## src/rtl/core/rkvc_pkg.sv

```systemverilog
// ----------------------------------------------------------------------------
// rkvc_pkg
// Shared types and constants for the rotary knob value controller: register
// map, button event and LED codes, and the bundles passed between modules.
// ----------------------------------------------------------------------------
package rkvc_pkg;

  // Configuration port geometry: six 32-bit registers at 4-byte spacing.
  localparam int unsigned ADDR_W = 5;
  localparam int unsigned DATA_W = 32;

  // Register indexes (paddr[4:2]).
  localparam logic [2:0] REG_MIN_VALUE     = 3'd0;
  localparam logic [2:0] REG_MAX_VALUE     = 3'd1;
  localparam logic [2:0] REG_SMALL_STEP    = 3'd2;
  localparam logic [2:0] REG_LARGE_STEP    = 3'd3;
  localparam logic [2:0] REG_HOLD_TIME     = 3'd4;
  localparam logic [2:0] REG_DEBOUNCE_TIME = 3'd5;

  // Reset values of the registers.
  localparam logic signed [15:0] MIN_VALUE_RST     = 16'sd0;
  localparam logic signed [15:0] MAX_VALUE_RST     = 16'sd127;
  localparam logic [11:0]        SMALL_STEP_RST    = 12'd1;
  localparam logic [11:0]        LARGE_STEP_RST    = 12'd10;
  localparam logic [15:0]        HOLD_TIME_RST     = 16'd1000;
  localparam logic [15:0]        DEBOUNCE_TIME_RST = 16'd5;

  // Button events reported with each result.
  typedef enum logic [1:0] {
    EV_NONE    = 2'd0,
    EV_PRESS   = 2'd1,
    EV_HOLD    = 2'd2,
    EV_RELEASE = 2'd3
  } btn_evt_e;

  // Indicator LED colors.
  typedef enum logic [1:0] {
    LED_OFF   = 2'd0,
    LED_WHITE = 2'd1,
    LED_RED   = 2'd2,
    LED_GREEN = 2'd3
  } led_e;

  // Configuration register bundle.
  typedef struct packed {
    logic signed [15:0] min_value;
    logic signed [15:0] max_value;
    logic [11:0]        small_step;
    logic [11:0]        large_step;
    logic [15:0]        hold_time;
    logic [15:0]        debounce_time;
  } cfg_t;

  // Button status for the current poll.
  typedef struct packed {
    logic     down;    // button state after the button update
    logic     active;  // button was down at poll start or pressed now
    btn_evt_e evt;
    led_e     led;     // final LED color, turn override included
  } btn_status_t;

endpackage

```

## src/rtl/core/rkvc_cfg_regs.sv

```systemverilog
// ----------------------------------------------------------------------------
// rkvc_cfg_regs
// APB-style configuration registers: write decode, read mux and storage of
// the range, step and timing settings.
// ----------------------------------------------------------------------------
module rkvc_cfg_regs (
  input  logic                        clk_i,
  input  logic                        rst_ni,
  input  logic                        psel,
  input  logic                        penable,
  input  logic                        pwrite,
  input  logic [rkvc_pkg::ADDR_W-1:0] paddr,
  input  logic [rkvc_pkg::DATA_W-1:0] pwdata,
  output logic [rkvc_pkg::DATA_W-1:0] prdata,
  output logic                        pready,
  output rkvc_pkg::cfg_t              cfg_o
);

  rkvc_pkg::cfg_t cfg_q;
  logic           wr_en;
  logic [2:0]     reg_idx;

  assign pready  = 1'b1;
  assign wr_en   = psel & penable & pwrite;
  assign reg_idx = paddr[4:2];

  // Register writes.
  always_ff @(posedge clk_i or negedge rst_ni) begin
    if (!rst_ni) begin
      cfg_q.min_value     <= rkvc_pkg::MIN_VALUE_RST;
      cfg_q.max_value     <= rkvc_pkg::MAX_VALUE_RST;
      cfg_q.small_step    <= rkvc_pkg::SMALL_STEP_RST;
      cfg_q.large_step    <= rkvc_pkg::LARGE_STEP_RST;
      cfg_q.hold_time     <= rkvc_pkg::HOLD_TIME_RST;
      cfg_q.debounce_time <= rkvc_pkg::DEBOUNCE_TIME_RST;
    end else if (wr_en) begin
      unique case (reg_idx)
        rkvc_pkg::REG_MIN_VALUE:     cfg_q.min_value     <= signed'(pwdata[15:0]);
        rkvc_pkg::REG_MAX_VALUE:     cfg_q.max_value     <= signed'(pwdata[15:0]);
        rkvc_pkg::REG_SMALL_STEP:    cfg_q.small_step    <= pwdata[11:0];
        rkvc_pkg::REG_LARGE_STEP:    cfg_q.large_step    <= pwdata[11:0];
        rkvc_pkg::REG_HOLD_TIME:     cfg_q.hold_time     <= pwdata[15:0];
        rkvc_pkg::REG_DEBOUNCE_TIME: cfg_q.debounce_time <= pwdata[15:0];
        default: ;
      endcase
    end
  end

  // Read mux; signed registers read back sign extended.
  always_comb begin
    unique case (reg_idx)
      rkvc_pkg::REG_MIN_VALUE:     prdata = {{16{cfg_q.min_value[15]}}, cfg_q.min_value};
      rkvc_pkg::REG_MAX_VALUE:     prdata = {{16{cfg_q.max_value[15]}}, cfg_q.max_value};
      rkvc_pkg::REG_SMALL_STEP:    prdata = {20'd0, cfg_q.small_step};
      rkvc_pkg::REG_LARGE_STEP:    prdata = {20'd0, cfg_q.large_step};
      rkvc_pkg::REG_HOLD_TIME:     prdata = {16'd0, cfg_q.hold_time};
      rkvc_pkg::REG_DEBOUNCE_TIME: prdata = {16'd0, cfg_q.debounce_time};
      default:                     prdata = '0;
    endcase
  end

  assign cfg_o = cfg_q;

endmodule

```

## src/rtl/core/rkvc_button.sv

```systemverilog
// ----------------------------------------------------------------------------
// rkvc_button
// Push button tracker: press, hold and release events, press timestamp and
// LED color. A committed turn while pressed suppresses the hold and turns
// the LED green.
// ----------------------------------------------------------------------------
module rkvc_button #(
  parameter int unsigned TIME_BITS = 32
) (
  input  logic                    clk_i,
  input  logic                    rst_ni,
  input  logic                    en_i,         // request processed this cycle
  input  logic [TIME_BITS-1:0]    now_i,
  input  logic                    sw_i,
  input  logic [15:0]             hold_time_i,
  input  logic                    turn_grab_i,  // committed turn while pressed
  output rkvc_pkg::btn_status_t   status_o
);

  logic                 down_q, down_d;
  logic                 hold_q, hold_d, hold_n;
  logic [TIME_BITS-1:0] press_q, press_d;
  rkvc_pkg::led_e       led_q, led_d, led_n;
  rkvc_pkg::btn_evt_e   evt;
  logic                 active;
  logic [TIME_BITS-1:0] elapsed;
  logic                 hold_due;

  // Time since the press, modulo the timer width.
  assign elapsed  = now_i - press_q;
  assign hold_due = elapsed > TIME_BITS'(hold_time_i);

  // Button event logic.
  always_comb begin
    down_d = down_q;
    press_d = press_q;
    hold_n = hold_q;
    led_n = led_q;
    evt = rkvc_pkg::EV_NONE;
    active = 1'b0;
    if (down_q) begin
      active = 1'b1;
      if (sw_i) begin
        if (hold_due && !hold_q) begin
          hold_n = 1'b1;
          led_n = rkvc_pkg::LED_RED;
          evt = rkvc_pkg::EV_HOLD;
        end
      end else begin
        down_d = 1'b0;
        hold_n = 1'b0;
        led_n = rkvc_pkg::LED_OFF;
        evt = rkvc_pkg::EV_RELEASE;
      end
    end else if (sw_i) begin
      down_d = 1'b1;
      press_d = now_i;
      hold_n = 1'b0;
      led_n = rkvc_pkg::LED_WHITE;
      evt = rkvc_pkg::EV_PRESS;
      active = 1'b1;
    end
  end

  // A turn during the press takes over the hold and the LED.
  assign hold_d = turn_grab_i ? 1'b1 : hold_n;
  assign led_d  = turn_grab_i ? rkvc_pkg::LED_GREEN : led_n;

  always_ff @(posedge clk_i or negedge rst_ni) begin
    if (!rst_ni) begin
      down_q  <= 1'b0;
      hold_q  <= 1'b0;
      press_q <= '0;
      led_q   <= rkvc_pkg::LED_OFF;
    end else if (en_i) begin
      down_q  <= down_d;
      hold_q  <= hold_d;
      press_q <= press_d;
      led_q   <= led_d;
    end
  end

  assign status_o.down   = down_d;
  assign status_o.active = active;
  assign status_o.evt    = evt;
  assign status_o.led    = led_d;

endmodule

```

## src/rtl/core/rkvc_turn.sv

```systemverilog
// ----------------------------------------------------------------------------
// rkvc_turn
// Encoder count accumulator and knob value: debounces the count, converts it
// to detents, scales by the selected step and clamps to the allowed range.
// ----------------------------------------------------------------------------
module rkvc_turn #(
  parameter int unsigned TIME_BITS = 32
) (
  input  logic                     clk_i,
  input  logic                     rst_ni,
  input  logic                     en_i,        // request processed this cycle
  input  logic [TIME_BITS-1:0]     now_i,
  input  logic signed [1:0]        quad_step_i,
  input  logic                     btn_down_i,  // button state after update
  input  rkvc_pkg::cfg_t           cfg_i,
  output logic                     grab_o,      // committed turn while pressed
  output logic                     changed_o,
  output logic signed [15:0]       value_o
);

  logic signed [15:0]   value_q, value_d;
  logic signed [15:0]   count_q, count_d;
  logic                 pending_q, pending_d;
  logic [TIME_BITS-1:0] start_q, start_d;

  logic signed [15:0]   count_sum;
  logic [TIME_BITS-1:0] elapsed;
  logic                 still_due;
  logic                 check;
  logic                 pos_turn, neg_turn, commit;
  logic [16:0]          pos_round, neg_round, neg_mag;
  logic [14:0]          detents;
  logic signed [15:0]   det;
  logic [11:0]          inc;
  logic signed [28:0]   prod;
  logic signed [29:0]   sum;
  logic signed [29:0]   lo_clamped, clamped;
  logic signed [15:0]   new_value;

  // Accumulate and debounce the raw count.
  assign count_sum = count_q + {{14{quad_step_i[1]}}, quad_step_i};
  assign elapsed   = now_i - start_q;
  assign still_due = elapsed > TIME_BITS'(cfg_i.debounce_time);
  assign check     = (quad_step_i == 2'sd0) && pending_q && still_due;

  // Detents: count over four, rounded away from zero.
  assign pos_turn  = count_q > 16'sd2;
  assign neg_turn  = count_q < -16'sd2;
  assign commit    = check && (pos_turn || neg_turn);
  assign pos_round = {1'b0, count_q} + 17'd3;
  assign neg_mag   = 17'd0 - {count_q[15], count_q};
  assign neg_round = neg_mag + 17'd3;
  assign detents   = neg_turn ? neg_round[16:2] : pos_round[16:2];
  assign det       = neg_turn ? -signed'({1'b0, detents}) : signed'({1'b0, detents});

  // Scale by the step and clamp; the max bound is applied last.
  assign inc  = btn_down_i ? cfg_i.large_step : cfg_i.small_step;
  assign prod = 29'(signed'({1'b0, inc})) * 29'(det);
  assign sum  = 30'(value_q) + 30'(prod);

  always_comb begin
    lo_clamped = (sum < 30'(cfg_i.min_value)) ? 30'(cfg_i.min_value) : sum;
    clamped    = (lo_clamped > 30'(cfg_i.max_value)) ? 30'(cfg_i.max_value) : lo_clamped;
  end

  assign new_value = clamped[15:0];
  assign changed_o = commit && (new_value != value_q);
  assign grab_o    = commit && btn_down_i;
  assign value_d   = changed_o ? new_value : value_q;
  assign value_o   = value_d;

  // Next state of the count tracker.
  always_comb begin
    count_d   = count_q;
    pending_d = pending_q;
    start_d   = start_q;
    if (quad_step_i != 2'sd0) begin
      count_d = count_sum;
      if (!pending_q) begin
        pending_d = 1'b1;
        start_d   = now_i;
      end
    end else if (check) begin
      pending_d = 1'b0;
      if (commit) begin
        count_d = '0;
      end
    end
  end

  always_ff @(posedge clk_i or negedge rst_ni) begin
    if (!rst_ni) begin
      value_q   <= '0;
      count_q   <= '0;
      pending_q <= 1'b0;
      start_q   <= '0;
    end else if (en_i) begin
      value_q   <= value_d;
      count_q   <= count_d;
      pending_q <= pending_d;
      start_q   <= start_d;
    end
  end

endmodule

```

## src/rtl/core/rotary_knob_value_controller.sv

```systemverilog
// ----------------------------------------------------------------------------
// rotary_knob_value_controller
// Rotary encoder knob with push button: turns into a clamped value, button
// events and an indicator LED color, one result per poll.
// ----------------------------------------------------------------------------
// Usage:
//   Each poll request on the input channel (time_ms_i, quad_step_i,
//   switch_level_i) produces exactly one result request on the output
//   channel (knob_value_o, value_changed_o, button_event_o, led_colour_o,
//   activity_o). Both channels use valid and stall; a request moves at a
//   clock edge with valid high and stall low.
//   The poll is captured in an input register, then all button and turn
//   logic runs in one pass into the result register.
//   Throughput is one poll per clock while the receiver does not stall;
//   the path through the step multiply, add and clamp sets the cycle time.
//   When the receiver stalls, the result is held. An empty input register
//   still takes one more poll; once it is full, in_stall_o rises in the
//   same cycle as out_stall_i.
//   Reset clears the knob value, the turn and button state and sets the
//   registers to their defaults. The user must write the registers through
//   the APB port only while no poll is in flight; no logic enforces it.
// ----------------------------------------------------------------------------
module rotary_knob_value_controller #(
  parameter int unsigned TIME_BITS = 32
) (
  input  logic                        clk_i,
  input  logic                        rst_ni,
  // Poll channel
  input  logic                        in_valid_i,
  output logic                        in_stall_o,
  input  logic [31:0]                 time_ms_i,
  input  logic signed [1:0]           quad_step_i,
  input  logic                        switch_level_i,
  // Result channel
  output logic                        out_valid_o,
  input  logic                        out_stall_i,
  output logic signed [15:0]          knob_value_o,
  output logic                        value_changed_o,
  output logic [1:0]                  button_event_o,
  output logic [1:0]                  led_colour_o,
  output logic [1:0]                  activity_o,
  // Configuration port
  input  logic                        psel,
  input  logic                        penable,
  input  logic                        pwrite,
  input  logic [rkvc_pkg::ADDR_W-1:0] paddr,
  input  logic [rkvc_pkg::DATA_W-1:0] pwdata,
  output logic [rkvc_pkg::DATA_W-1:0] prdata,
  output logic                        pready
);

  localparam int unsigned EXT_BITS = (TIME_BITS > 32) ? TIME_BITS : 32;

  rkvc_pkg::cfg_t        cfg;
  rkvc_pkg::btn_status_t btn;

  logic                  in_valid_q;
  logic [31:0]           time_q;
  logic signed [1:0]     step_q;
  logic                  sw_q;
  logic                  advance;
  logic                  work_en;
  logic [EXT_BITS-1:0]   time_ext;
  logic [TIME_BITS-1:0]  now;

  logic                  grab;
  logic                  changed;
  logic signed [15:0]    value;

  logic                  out_valid_q;
  logic signed [15:0]    value_q;
  logic                  changed_q;
  logic [1:0]            evt_q;
  logic [1:0]            led_q;
  logic [1:0]            activity_q;

  // Handshake: the input register moves on when the result slot is free.
  assign advance    = !out_valid_q || !out_stall_i;
  assign in_stall_o = in_valid_q && !advance;
  assign work_en    = in_valid_q && advance;

  // Input register.
  always_ff @(posedge clk_i or negedge rst_ni) begin
    if (!rst_ni) begin
      in_valid_q <= 1'b0;
    end else if (!in_stall_o) begin
      in_valid_q <= in_valid_i;
    end
  end

  always_ff @(posedge clk_i) begin
    if (in_valid_i && !in_stall_o) begin
      time_q <= time_ms_i;
      step_q <= quad_step_i;
      sw_q   <= switch_level_i;
    end
  end

  // Timestamp reduced to the timer width.
  assign time_ext = EXT_BITS'(time_q);
  assign now      = time_ext[TIME_BITS-1:0];

  rkvc_cfg_regs u_cfg_regs (
    .clk_i   (clk_i),
    .rst_ni  (rst_ni),
    .psel    (psel),
    .penable (penable),
    .pwrite  (pwrite),
    .paddr   (paddr),
    .pwdata  (pwdata),
    .prdata  (prdata),
    .pready  (pready),
    .cfg_o   (cfg)
  );

  rkvc_button #(
    .TIME_BITS (TIME_BITS)
  ) u_button (
    .clk_i       (clk_i),
    .rst_ni      (rst_ni),
    .en_i        (work_en),
    .now_i       (now),
    .sw_i        (sw_q),
    .hold_time_i (cfg.hold_time),
    .turn_grab_i (grab),
    .status_o    (btn)
  );

  rkvc_turn #(
    .TIME_BITS (TIME_BITS)
  ) u_turn (
    .clk_i       (clk_i),
    .rst_ni      (rst_ni),
    .en_i        (work_en),
    .now_i       (now),
    .quad_step_i (step_q),
    .btn_down_i  (btn.down),
    .cfg_i       (cfg),
    .grab_o      (grab),
    .changed_o   (changed),
    .value_o     (value)
  );

  // Result register.
  always_ff @(posedge clk_i or negedge rst_ni) begin
    if (!rst_ni) begin
      out_valid_q <= 1'b0;
    end else if (advance) begin
      out_valid_q <= in_valid_q;
    end
  end

  always_ff @(posedge clk_i) begin
    if (work_en) begin
      value_q    <= value;
      changed_q  <= changed;
      evt_q      <= btn.evt;
      led_q      <= btn.led;
      activity_q <= {btn.active & changed, btn.active ^ changed};
    end
  end

  assign out_valid_o     = out_valid_q;
  assign knob_value_o    = value_q;
  assign value_changed_o = changed_q;
  assign button_event_o  = evt_q;
  assign led_colour_o    = led_q;
  assign activity_o      = activity_q;

endmodule

```

## config.mk

```make
export PLATFORM = sky130hd
export DESIGN_NAME = rotary_knob_value_controller
export DESIGN_NICKNAME = d
export VERILOG_FILES = /design/src/rtl/core/rkvc_pkg.sv /design/src/rtl/core/rkvc_cfg_regs.sv /design/src/rtl/core/rkvc_button.sv /design/src/rtl/core/rkvc_turn.sv /design/src/rtl/core/rotary_knob_value_controller.sv
export SDC_FILE = /design/constraint.sdc
export NUM_CORES = 1
export LEC_CHECK = 0
export BUFFER_PORTS_ARGS = -buffer_cell sky130_fd_sc_hd__buf_2
export CORE_MARGIN = 2
export CORE_UTILIZATION = 59
export DETAILED_ROUTE_END_ITERATION = 8
export PLACE_DENSITY_LB_ADDON = 0.05
export SYNTH_ARGS = -nofsm -noshare
export SYNTH_HDL_FRONTEND = slang
export SYNTH_SLANG_ARGS = --single-unit
```

## constraint.sdc

```tcl
create_clock -name clk_i -period 19.4 [get_ports clk_i]
set_input_delay 1.94 -clock clk_i [delete_from_list [all_inputs] [get_ports clk_i]]
set_output_delay 1.94 -clock clk_i [all_outputs]
set_load 0.005 [all_outputs]
```

Yosys cells after proc, flatten, opt, wreduce, memory -nomap -nowiden
Cells that the tools add are included.

cells by class
  $add $sub $neg = 8
  multipliers = 1
  order comparisons = 6
  equality and inequality tests = 7
  multiplexer cells = 28
  bitwise operators = 6
  reduce and logical (&&, ||, !) cells = 33

operator list
  cell                                                 count
  one-hot mux 32 bit (6 select lines)                  1
  two-way mux 16 bit                                   6
  > comparator 32 x 16 -> 1 bit                        2
  subtractor 32 bit                                    2
  adder 16 x 29 -> 30 bit                              1
  > comparator 30 x 16 -> 1 bit                        1
  < comparator 30 x 16 -> 1 bit                        1
  two-way mux 30 bit                                   1
  multiplier 13 x 16 -> 29 bit                         1
  adder 16 x 2 -> 17 bit, second input constant        1
  adder 17 x 2 -> 17 bit, second input constant        1
  subtractor 1 x 16 -> 17 bit, first input constant    1
  adder 16 bit                                         1
  > comparator 16 x 3 -> 1 bit, second input constant  1
  < comparator 16 x 2 -> 1 bit, second input constant  1
  two-way mux 2 bit                                    8
  inequality test 16 bit                               1
  negator 15 -> 16 bit                                 1
  two-way mux 15 bit                                   1
  AND reduction 2 bit                                  7
  two-way mux 12 bit                                   1
  AND reduction 3 bit                                  4
  two-way mux 1 bit                                    10
  logical AND 1 bit                                    9
  13 further kinds                                     25

word-level totals
  register bits after elaboration = 249
  bits of input ports = 79
  logic and storage cells = 113

Depth between registers and ports, before layout
Gate-level depths: netlist (run 1).

  word-level depth = 14
  gate-level depth with buffers = 63
  depth with buffers taken out = 60

Hierarchy
From an unflattened synthesis (run 1), not the netlist that was laid out.

unflattened totals
  cell total of the unflattened synthesis = 2904
  area total of the unflattened synthesis = 26960.9 µm²

modules (own cells, without submodules)
  module                        instances  cells an instance  area each (µm²)  sequential area each (µm²)
  rkvc_turn                     1          2032               16729.8          1626.6
  rkvc_cfg_regs                 1          301                4306.6           2224.6
  rkvc_button                   1          504                4077.7           900.9
  rotary_knob_value_controller  1          67                 1846.8           1791.7

Worst setup path before layout (run 1)
No wires, ideal clock.

  path type = register -> register
  start point = reg u_turn.count_q[5]
  end point = reg value_q[10], in the netlist knob_value_o[10], data pin
  library setup time = 0.260 ns
  arrival = 14.145 ns
  required time = 19.140 ns
  setup slack = 4.995 ns
  stages on the path, launching flop included = 60
  path buffers = 5
  period minus slack after synthesis = 14.405 ns
  cells stage by stage = dfrtp_1 -> clkbuf_2 -> nand4_1 -> o41ai_4 -> mux2i_1 -> xnor2_1 -> nor2b_1 -> and2_1 -> and3_1 -> and2_1 -> a21oi_1 -> xor2_1 -> nor2_1 -> fa_1 -> inv_1 -> fa_1 -> inv_1 -> fa_1 -> [... 24 more ...] -> buf_2 -> nand2_1 -> buf_6 -> clkbuf_1 -> mux2_2 -> ha_1 -> nand4_1 -> or4_1 -> a2bb2oi_1 -> o21a_1 -> o31ai_1 -> xnor2_1 -> nand4_1 -> nor4_1 -> nand4_1 -> o21ai_1 -> buf_4 -> mux2_2

on the way
  word-level cells in the longest chain between the ends = 14

ends and longest elaborated chain
  element                        line                                 RTL
  start, declared                rkvc_turn.sv:22                      logic signed [15:0] count_q, count_d;
  start signal, assigned         rkvc_turn.sv:99                      count_q <= count_d;
  subtractor 1 x 16 -> 17 bit    rkvc_turn.sv:51                      assign neg_mag = 17'd0 - {count_q[15], count_q};
  adder 17 x 2 -> 17 bit         rkvc_turn.sv:52                      assign neg_round = neg_mag + 17'd3;
  two-way mux 15 bit             rkvc_turn.sv:53                      assign detents = neg_turn ? neg_round[16:2] : pos_round[16:2];
  negator 15 -> 16 bit           rkvc_turn.sv:54                      assign det = neg_turn ? -signed'({1'b0, detents}) : signed'({1'b0, detents});
  two-way mux 16 bit             rkvc_turn.sv:54
  multiplier 13 x 16 -> 29 bit   rkvc_turn.sv:58                      assign prod = 29'(signed'({1'b0, inc})) * 29'(det);
  adder 16 x 29 -> 30 bit        rkvc_turn.sv:59                      assign sum = 30'(value_q) + 30'(prod);
  < comparator 30 x 16 -> 1 bit  rkvc_turn.sv:62                      lo_clamped = (sum < 30'(cfg_i.min_value)) ? 30'(cfg_i.min_value) : sum;
  two-way mux 30 bit             rkvc_turn.sv:62
  > comparator 30 x 16 -> 1 bit  rkvc_turn.sv:63                      clamped = (lo_clamped > 30'(cfg_i.max_value)) ? 30'(cfg_i.max_value) : lo_clamped;
  two-way mux 16 bit             rkvc_turn.sv:63
  inequality test 16 bit         rkvc_turn.sv:67                      assign changed_o = commit && (new_value != value_q);
  logical AND 1 bit              rkvc_turn.sv:67
  two-way mux 16 bit *           rkvc_turn.sv:69                      assign value_d = changed_o ? new_value : value_q;
  net u_turn.value_o[10]         rkvc_turn.sv:18                      output logic signed [15:0] value_o
  end signal, assigned           rotary_knob_value_controller.sv:155  value_q <= value;
  end, declared                  rotary_knob_value_controller.sv:71   logic signed [15:0] value_q;

The timed path passes the listed nets; every way through them passes the cells marked *.
A chain may end at the register's enable or synchronous reset.

Worst setup path after layout (run 1)
  start point = reg u_turn.count_q[4]
  end point = reg value_q[11], in the netlist knob_value_o[11], data pin

Same word-level chain as after synthesis.

==> flow_summary.yaml, run 1 <==
layout:
  fill_cells: 3782
  design.final.nets: 3530
  layout.cells.most_common_list: "sky130_fd_sc_hd__inv_1 (443), sky130_fd_sc_hd__nand2_1 (320), sky130_fd_sc_hd__ha_1 (250)"
  mostFrequentLayoutCell: "sky130_fd_sc_hd__inv_1"
  area_delta_synth_final_pct: 8.15
  design_area_um2: 28400
  drive_above_1_share_pct: 12.3
yosys:
  synthesis.area_per_instance_um2: 9.02
  dominant_combinational_cell_family_by_area_after_synthesis: "adder cells"
  yosysUniqueCellTypes: 82
  synth_simple_gate_area_share_pct: 13.0
  synth-edff-count: 58
  synth-xor-area-share_pct: 4.63
  synth_warnings: 0
  syn_inst: 2914
  synth.yosys.seq_area_share_pct: 24.9
  synth.mux.area_fraction_pct: 7.45
  synthFlopType: "sky130_fd_sc_hd__dfrtp_1"
  synth_compound_gate_area_share_pct: 14.1
  syn_nets: 3452
  syn_area_um2: 26300
  ys_seq_elements: 249
  adder_cell_share_of_the_synthesized_area_pct: 27.8
  synth_async_sr_flop_share_pct: 76.7
status:
  run_status: "finished, final reports clean"
clocking:
  cts-root-buf: "sky130_fd_sc_hd__clkbuf_16"
  post_cts_hold_buffer_count: 0
  tritoncts: "built"
  clk_transition_reported_paths_ps: 60
  cts_buffers: 30
  cts_resized: 0
  max-clock-path-buffers: 3
  cts-htree-levels: 1
  clock_latency_ps: 610
  cts_setup_buffers: 0
  cts.sinks: 249
floorplan:
  die_ar_um2: 46300
  chipWidth_um: 215
  floorplan.io_pins: 137
  floorplan.rows: 77
  chipHeight_um: 215
  core-area_um2: 44100
  floorplan.initialDensity_pct: 59.6
timing:
  maxSlewViolCount: 0
  timing_worst_slew_pin_value_ps: 1220
  slew_margin_rel_pct: 18.5
  grt_setup_unrepaired: "no"
  period_share_pct: 92.9
  post-route-min-period_ps: 18030
  total_negative_slack_ps: 0
  finalHoldViolCount: 0
  final-setup-viol-count: 0
  fin_skew_ps: 12.5
  fmaxAchievable_ghz: 0.0555
route:
  route.detailed.drc: 0
  drtPass1Iterations: 5
  iteration_0_drc_markers: 1311
  postRouteAntennaNets: 0
  post_drt_wl_per_cell_um: 19.1
  route.vias.total: 21036
  via_per_inst: 5.83
  totalWireLength_mm: 69.1
placement:
  dp_hpwl_mm: 54.7
  routabilityCongestion: 0.917
  port_buffers: 117
  dpl_cell_area_um2: 27400
worst_setup_path:
  timing_worst_setup_path_type: "reg2reg"
  critical_path_launch_point_type: "flip-flop"
  critical_path.max_stage_delay_ps: 800
  worst-r2r-setup-slack_ps: 1370
  setup.worst_path.end_class: "flip-flop"
  critPathMaxFanout: 21
  critical_path.slowest_cell: "sky130_fd_sc_hd__o41ai_4"
  timing.critical_path.required_ps: 19750
  cp_arrival_ps: 18370
grt:
  grt_pass1_vias: 21361
  grt_start_max_net_pins: 79
  grt-ovfl-total: 0
  grt_use_met2_pct: 52.0
  gr-usage-all-layers_pct: 30.4
  globalRouteMet1Util_pct: 40.5
  grt_first_pass_wirelength_mm: 113
  antenna_found_initial: 2
  grt.met3_usage_pct: 3.61
  grt.busiest_layer: "met2"
min_path:
  min_path_type: "reg2reg"
run:
  timing.max_cap.violations: 0
flip-flops by register name, indices dropped and copies added (netlist names), 16 cells and up:
register and cells:
u_button.press_q 32, u_turn.value_q 16, now 32, u_cfg_regs.cfg_o 88
u_turn.count_q 16, knob_value_o 16, u_turn.start_q 32
layer usage:
layer	up-vias	part of all wire, %
met2	508	49
met3	123	4.7
met4	2	3.4
met5	-	0.016
met1	10398	43
li1	10005	-
cells in the mapped netlist, types with 6 or more instances:
cell	instances	area (um2)
sky130_fd_sc_hd__a2111oi_0	7	61.3
sky130_fd_sc_hd__a211oi_1	13	97.6
sky130_fd_sc_hd__a21boi_0	7	52.6
sky130_fd_sc_hd__a21o_1	42	315
sky130_fd_sc_hd__a21oi_1	146	731
sky130_fd_sc_hd__a31oi_1	16	100
sky130_fd_sc_hd__and2_1	12	75.1
sky130_fd_sc_hd__and3_1	15	93.8
sky130_fd_sc_hd__buf_1	9	33.8
sky130_fd_sc_hd__buf_4	17	128
sky130_fd_sc_hd__clkbuf_1	73	274
sky130_fd_sc_hd__dfrtp_1	173	4330
sky130_fd_sc_hd__dfstp_2	18	473
sky130_fd_sc_hd__edfxtp_1	58	1740
sky130_fd_sc_hd__fa_1	209	4180
sky130_fd_sc_hd__ha_1	250	3130
sky130_fd_sc_hd__inv_1	443	1660
sky130_fd_sc_hd__mux2_1	8	90.1
sky130_fd_sc_hd__mux2_2	108	1220
sky130_fd_sc_hd__mux2i_1	39	390
sky130_fd_sc_hd__mux4_2	11	248
sky130_fd_sc_hd__nand2_1	320	1200
sky130_fd_sc_hd__nand2b_1	30	188
sky130_fd_sc_hd__nand3_1	31	155
sky130_fd_sc_hd__nand4_1	36	225
sky130_fd_sc_hd__nor2_1	183	687
sky130_fd_sc_hd__nor2b_1	28	175
sky130_fd_sc_hd__nor3_1	40	200
sky130_fd_sc_hd__nor4_1	9	56.3
sky130_fd_sc_hd__o211ai_1	13	97.6
sky130_fd_sc_hd__o21a_1	21	158
sky130_fd_sc_hd__o21ai_0	199	996
sky130_fd_sc_hd__o21bai_1	14	105
sky130_fd_sc_hd__o221ai_1	9	78.8
sky130_fd_sc_hd__o22ai_1	29	181
sky130_fd_sc_hd__o31ai_1	12	90.1
sky130_fd_sc_hd__o41ai_1	6	52.6
sky130_fd_sc_hd__or2_2	18	113
sky130_fd_sc_hd__or3_1	11	68.8
sky130_fd_sc_hd__or4_1	7	52.6
sky130_fd_sc_hd__xnor2_1	92	806
sky130_fd_sc_hd__xor2_1	47	412
cells by family after synthesis:
family / count (synthesis)
AO/OA/AOI/OAI: 597
XOR/XNOR: 139
adder cells (fa/ha/maj): 459
buffers and inverters: 548
flip-flops: 249
multiplexers: 167
other: 1
AND/OR/NAND/NOR: 754
critical path, delay by kind of cell, from the launching register on:
kind	cells	cell delay, ps
DFF	1	510
AOI/OAI and AO/OA	18	5530
xor gates and xnor gates	3	1140
and+or+nand+nor	16	4730
muxes	3	920
adders and majority gates	9	4020
buffers and inverters	8	910
cell type report:
cell class,count,area (um2),area share (%)
Tap cell,592,741,2.61
Clock inverter,17,161,0.568
Inverter,444,1670,5.86
Multi-Input combinational cell,2117,17600,62.0
Timing Repair Buffer,150,842,2.96
Clock buffer,39,836,2.94
Antenna cell,1,2.50,0.00880
Sequential cell,249,6540,23.0
metrics by stage:
stage / worst slack (ps) / hold slack, ps / std cells / util, %
5_1_grt: 278 / 515 / 3609 / 64.4
3_5_place_dp: 1500 / 482 / 3552 / 62.2
2_1_floorplan: 5000 / 454 / 2914 / -
3_3_place_gp: 1700 / 475 / 3552 / 62.2
6_report: 1370 / 494 / 3609 / 64.4
4_1_cts: 1410 / 499 / 3608 / 64.4
final timing paths:
kind,from,to,cells after the start
min reg2reg,in_valid_q,out_valid_o,1
min in group asynchronous,rst_ni,u_button.press_q[1],1
max in group asynchronous,rst_ni,u_turn.value_q[8],2
max reg2reg,u_turn.count_q[4],knob_value_o[11],57
min,in_valid_q,out_valid_o,1
max,u_turn.count_q[4],knob_value_o[11],57
Power of run 1 is not shown: default switching activity piles up to over one toggle a cycle in this logic, so the estimate is an artifact.
==> run 2, diff against run 1 <==
--- a/config.mk
+++ b/config.mk
@@ -8,8 +8,10 @@
 export BUFFER_PORTS_ARGS = -buffer_cell sky130_fd_sc_hd__buf_2
 export CORE_MARGIN = 2
 export CORE_UTILIZATION = 59
+export CTS_BUF_LIST = sky130_fd_sc_hd__clkbuf_8 sky130_fd_sc_hd__clkbuf_16
 export DETAILED_ROUTE_END_ITERATION = 8
 export PLACE_DENSITY_LB_ADDON = 0.05
+export SETUP_SLACK_MARGIN = 0.05
 export SYNTH_ARGS = -nofsm -noshare
 export SYNTH_HDL_FRONTEND = slang
 export SYNTH_SLANG_ARGS = --single-unit
==> run 2 against run 1 <==
Against the previous run:
- cell count did not move
- global-route usage barely moved
- final area did not move
- core utilization did not move
- worst setup slack barely moved
- via count barely moved
- clock skew barely moved
- sequential share of layout area did not move
- critical path depth did not move
- non-clock buffer count did not move
- maximum frequency did not move
- die area did not move
==> flow_summary.yaml, run 2 (same netlist as run 1, synthesis figures left out) <==
status:
  run_status: "finished, final reports clean"
layout:
  design.final.nets: 3530
  layout.cells.most_common_list: "sky130_fd_sc_hd__inv_1 (448), sky130_fd_sc_hd__nand2_1 (320), sky130_fd_sc_hd__ha_1 (250)"
  drive_above_1_share_pct: 12.3
  mostFrequentLayoutCell: "sky130_fd_sc_hd__inv_1"
  area_delta_synth_final_pct: 8.15
  flip_flop_count_of_the_largest_register_all_copies_and_words_added: 88
grt:
  antenna_found_initial: 2
  grt_first_pass_wirelength_mm: 113
  grt_pass1_vias: 21361
  gr-usage-all-layers_pct: 30.4
  grt_start_max_net_pins: 79
  grt-ovfl-total: 0
route:
  postRouteAntennaNets: 0
  route.detailed.drc: 0
  route.vias.total: 21035
  drtPass1Iterations: 5
  via_per_inst: 5.83
  totalWireLength_mm: 69.1
  post_drt_wl_per_cell_um: 19.1
  iteration_0_drc_markers: 1312
floorplan:
  chipWidth_um: 215
  chipHeight_um: 215
  floorplan.rows: 77
  floorplan.initialDensity_pct: 59.6
  core-area_um2: 44100
  floorplan.io_pins: 137
  die_ar_um2: 46300
worst_setup_path:
  critical_path.max_stage_delay_ps: 800
  critPathCapture: "knob_value_o[11]"
  worst_setup_path_startpoint: "u_turn.count_q[4]"
  critical_path.slowest_cell: "sky130_fd_sc_hd__o41ai_4"
  critical_path_launch_point_type: "flip-flop"
  timing_worst_setup_path_type: "reg2reg"
  r2r-start: "u_turn.count_q[4]"
  crit_path_buf_inv_count: 8
  crit-reg2reg-capture: "knob_value_o[11]"
  worstRegToRegCells: 57
  setup.worst_path.end_class: "flip-flop"
  cp_arrival_ps: 18370
  worst-path-stages: 57
  worst-r2r-setup-slack_ps: 1370
  critPathMaxFanout: 21
  timing.critical_path.required_ps: 19740
  crit_family: "compound AO/OA/AOI/OAI gates"
clocking:
  cts_buffers: 30
  clk_transition_reported_paths_ps: 60
  clock_latency_ps: 610
  cts-root-buf: "sky130_fd_sc_hd__clkbuf_16"
  cts-htree-levels: 1
  cts_resized: 0
  max-clock-path-buffers: 3
  cts.sinks: 249
  cts_setup_buffers: 0
  tritoncts: "built"
  post_cts_hold_buffer_count: 0
timing:
  total_negative_slack_ps: 0
  finalHoldViolCount: 0
  timing_worst_slew_pin_value_ps: 1220
  fin_skew_ps: 13.0
  grt_setup_unrepaired: "no"
  final-setup-viol-count: 0
  fmaxAchievable_ghz: 0.0555
  period_share_pct: 92.9
  post-route-min-period_ps: 18030
  maxSlewViolCount: 0
  slew_margin_rel_pct: 18.5
placement:
  dp_hpwl_mm: 54.7
  routabilityCongestion: 0.917
  port_buffers: 117
min_path:
  timing.hold.worst_path_depth: 1
  min_path_type: "reg2reg"
run:
  timing.max_cap.violations: 0
run 2: cell count changes in the layout (fill, tap and decap cells not counted):
cell	change
sky130_fd_sc_hd__clkbuf_1	-5
sky130_fd_sc_hd__inv_1	+5
run 2: how the worst min path moves through the flow:
| stage | startpoint | end | slack, ps |
|---|---|---|---|
| 3_5_place_dp | in_valid_q | out_valid_o | 480 |
| 6_report | in_valid_q | out_valid_o | 490 |
| 3_3_place_gp | u_button.press_q[0] | u_button.press_q[0] | 480 |
| 5_1_grt | u_button.press_q[6] | u_button.press_q[6] | 520 |
| 2_1_floorplan | u_button.press_q[0] | u_button.press_q[0] | 450 |
| 4_1_cts | in_valid_q | out_valid_o | 500 |
run 2: metal layers:
layer / track usage, % / part of all wire [%] / vias to the layer above / wire length (um)
li1: - / - / 10004 / -
met1: 40.5 / 43 / 10408 / 30000
met2: 52.0 / 49 / 500 / 33500
met3: 3.61 / 4.6 / 121 / 3180
met4: 9.89 / 3.4 / 2 / 2330
met5: 0 / 0.016 / - / 11
run 2: per-stage QoR:
step	hold WS [ps]	setup WS, ps	area (um2)	std cells	util (%)
finish	494	1370	28400	3609	64.4
global route	515	278	28400	3609	64.4
CTS	499	1410	28400	3608	64.4
detailed placement	482	1500	27400	3552	62.2
global placement	475	1700	27400	3552	62.2
floorplan	454	5000	26300	2914	-
run 2: area by class of cell:
class,instances,area (um2)
inverters,444,1670
clock buffers,34,817
diodes,1,2.50
repair buffers,150,842
fillers,3782,15700
multi-input cells,2117,17600
well taps,592,741
flip-flops and latches,249,6540
clock inverters,22,180
Power of run 2 is left out for the same reason.
==> run 3, diff against run 2 <==
--- a/config.mk
+++ b/config.mk
@@ -5,9 +5,11 @@
 export SDC_FILE = /design/constraint.sdc
 export NUM_CORES = 1
 export LEC_CHECK = 0
+export ABC_AREA = 1
 export BUFFER_PORTS_ARGS = -buffer_cell sky130_fd_sc_hd__buf_2
+export CAP_MARGIN = 20
 export CORE_MARGIN = 2
-export CORE_UTILIZATION = 59
+export CORE_UTILIZATION = 64
 export CTS_BUF_LIST = sky130_fd_sc_hd__clkbuf_8 sky130_fd_sc_hd__clkbuf_16
 export DETAILED_ROUTE_END_ITERATION = 8
 export PLACE_DENSITY_LB_ADDON = 0.05
==> run 3 against run 2 <==
Against the previous run:
- sequential cell count unchanged
- sequential share of layout area decreased by 0.80 points
- clock skew increased by 2.1 ps
==> flow_summary.yaml, run 3 <==
yosys:
  synth_async_sr_flop_share_pct: 76.7
  synth-edff-count: 58
  dominant_combinational_cell_family_by_area_after_synthesis: "adder cells"
  synth-xor-area-share_pct: 3.17
  adder_cell_share_of_the_synthesized_area_pct: 26.7
  most_common_cell_in_the_synthesized_netlist: "sky130_fd_sc_hd__nand2_1"
  synth_warnings: 0
  synthTopCellsByArea: "sky130_fd_sc_hd__dfrtp_1 (16%), sky130_fd_sc_hd__fa_1 (15%), sky130_fd_sc_hd__nand2_1 (12%), sky130_fd_sc_hd__ha_1 (11%), sky130_fd_sc_hd__inv_1 (9.0%)"
  syn_nets: 4205
  ys_seq_elements: 249
  synth.yosys.seq_area_share_pct: 23.9
  syn_area_um2: 27400
  synthesis.area_per_instance_um2: 7.46
  synth_simple_gate_area_share_pct: 23.7
  syn_inst: 3667
  synth_compound_gate_area_share_pct: 11.3
  synth_top_cell_area_share_pct: 15.8
  synth.mux.area_fraction_pct: 0
  post-synth-top-area-cell: "sky130_fd_sc_hd__dfrtp_1"
  yosysUniqueCellTypes: 57
  synthFlopType: "sky130_fd_sc_hd__dfrtp_1"
  synth.top_cells.by_count: "sky130_fd_sc_hd__nand2_1 (850), sky130_fd_sc_hd__inv_1 (657), sky130_fd_sc_hd__nor2_1 (288), sky130_fd_sc_hd__ha_1 (250), sky130_fd_sc_hd__o21ai_0 (240)"
route:
  route.detailed.drc: 0
  postRouteAntennaNets: 0
  iteration_0_drc_markers: 2595
  route.vias.total: 25219
  post_drt_wl_per_cell_um: 18.6
  via_per_inst: 5.86
  totalWireLength_mm: 79.9
  drtPass1Iterations: 7
timing:
  total_negative_slack_ps: 0
  fin_skew_ps: 15.0
  fmaxAchievable_ghz: 0.0621
  slew_margin_rel_pct: 19.4
  grt_setup_unrepaired: "no"
  timing_worst_slew_pin_value_ps: 1210
  maxSlewViolCount: 0
  finalHoldViolCount: 0
  period_share_pct: 83.0
  final-setup-viol-count: 0
  post-route-min-period_ps: 16100
floorplan:
  floorplan.rows: 75
  floorplan.initialDensity_pct: 65.1
  chipHeight_um: 211
  core-area_um2: 42000
  die_ar_um2: 44400
  chipWidth_um: 211
  floorplan.io_pins: 137
clocking:
  clk_transition_reported_paths_ps: 60
  cts-htree-levels: 1
  cts.sinks: 249
  cts_resized: 0
  max-clock-path-buffers: 3
  cts_setup_buffers: 0
  cts_buffers: 30
  tritoncts: "built"
  clock_latency_ps: 580
  cts-root-buf: "sky130_fd_sc_hd__clkbuf_16"
  post_cts_hold_buffer_count: 0
status:
  run_status: "finished, final reports clean"
placement:
  dp_hpwl_mm: 63.2
  routabilityCongestion: 0.983
  port_buffers: 117
  placed_cells: 4240
layout:
  insertedDiodeCount: 0
  mostFrequentLayoutCell: "sky130_fd_sc_hd__nand2_1"
  non_filler_cells_in_the_finished_layout: 4303
  layout.cells.most_common_list: "sky130_fd_sc_hd__nand2_1 (849), sky130_fd_sc_hd__inv_1 (661), sky130_fd_sc_hd__nor2_1 (286)"
  flip_flop_count_of_the_largest_register_all_copies_and_words_added: 88
  design.final.nets: 4278
  fill_cells: 3597
  drive_above_1_share_pct: 8.00
  area_delta_synth_final_pct: 7.68
worst_setup_path:
  cp_arrival_ps: 16410
  critPathMaxFanout: 38
  timing.critical_path.required_ps: 19710
  setup.worst_path.end_class: "flip-flop"
  timing_worst_setup_path_type: "reg2reg"
  cp_common_cell: "sky130_fd_sc_hd__nand2_1"
  critical_path.slowest_cell: "sky130_fd_sc_hd__fa_1"
  critical_path.max_stage_delay_ps: 680
  critical_path_launch_point_type: "flip-flop"
grt:
  grt_start_max_net_pins: 114
  grt_pass1_vias: 25008
  grt_first_pass_wirelength_mm: 129
  gr-usage-all-layers_pct: 36.9
  antenna_found_initial: 0
  grt-ovfl-total: 0
min_path:
  min_path_type: "reg2reg"
run:
  timing.max_cap.violations: 0
==> run 3: logic make-up (layout without fill, tap and decap cells) <==
group,Yosys count,count (layout)
AOI/OAI and AO/OA,564,564
other,1,1
DFF,249,249
buffers and inverters,774,871
and+or+nand+nor,1521,1521
adders and majority gates,459,459
xor gates and xnor gates,99,99
==> run 3: path summary, 6_finish.rpt <==
path                       slack, ps                from                   end  cells after the start
min in group asynchronous       1470              rst_ni    u_turn.start_q[15]                      1
hold reg to reg                  480   u_button.led_q[0]     u_button.led_q[0]                      2
setup / recovery                3300  u_turn.count_q[11]         activity_o[0]                     65
hold / removal                   480   u_button.led_q[0]     u_button.led_q[0]                      2
setup reg to reg                3300  u_turn.count_q[11]         activity_o[0]                     65
max in group asynchronous      16690              rst_ni  u_cfg_regs.cfg_o[25]                      3
==> run 3: cell type report <==
type                    count  area, um2  area share (%)
clock buffers              41        947            3.22
clock inverters            15        134           0.455
inverters                 674       2530            8.59
multi-input cells        2644      17800            60.3
flip-flops and latches    249       6540            22.2
well taps                 539        674            2.29
repair buffers            141        852            2.89
==> run 3: critical path: cells and delay by family (launching register included) <==
family	cells	cell delay (ps)
DFF	1	530
xor gates and xnor gates	1	240
adders and majority gates	10	4650
AOI/OAI and AO/OA	6	1470
buffers and inverters	12	1960
and+or+nand+nor	36	6920
==> run 3: metal layers <==
layer  track usage (%)  vias up  share of wire [%]
li1                  -    11812                  -
met1              50.0    11917                 41
met2              59.8     1241                 45
met3              6.01      249                9.4
met4              14.6        0                4.6
met5                 0        -                  0
==> run 3: through the flow <==
stage	hold slack [ps]	area [um2]	util (%)	worst slack, ps
after global placement	455	28200	67.2	4010
after global routing	510	29500	70.1	1980
after floorplan	434	27400	-	7210
final	476	29500	70.1	3300
after CTS	476	29300	69.8	3640
after detailed placement	460	28200	67.2	3740
Power of run 3 is left out for the same reason.
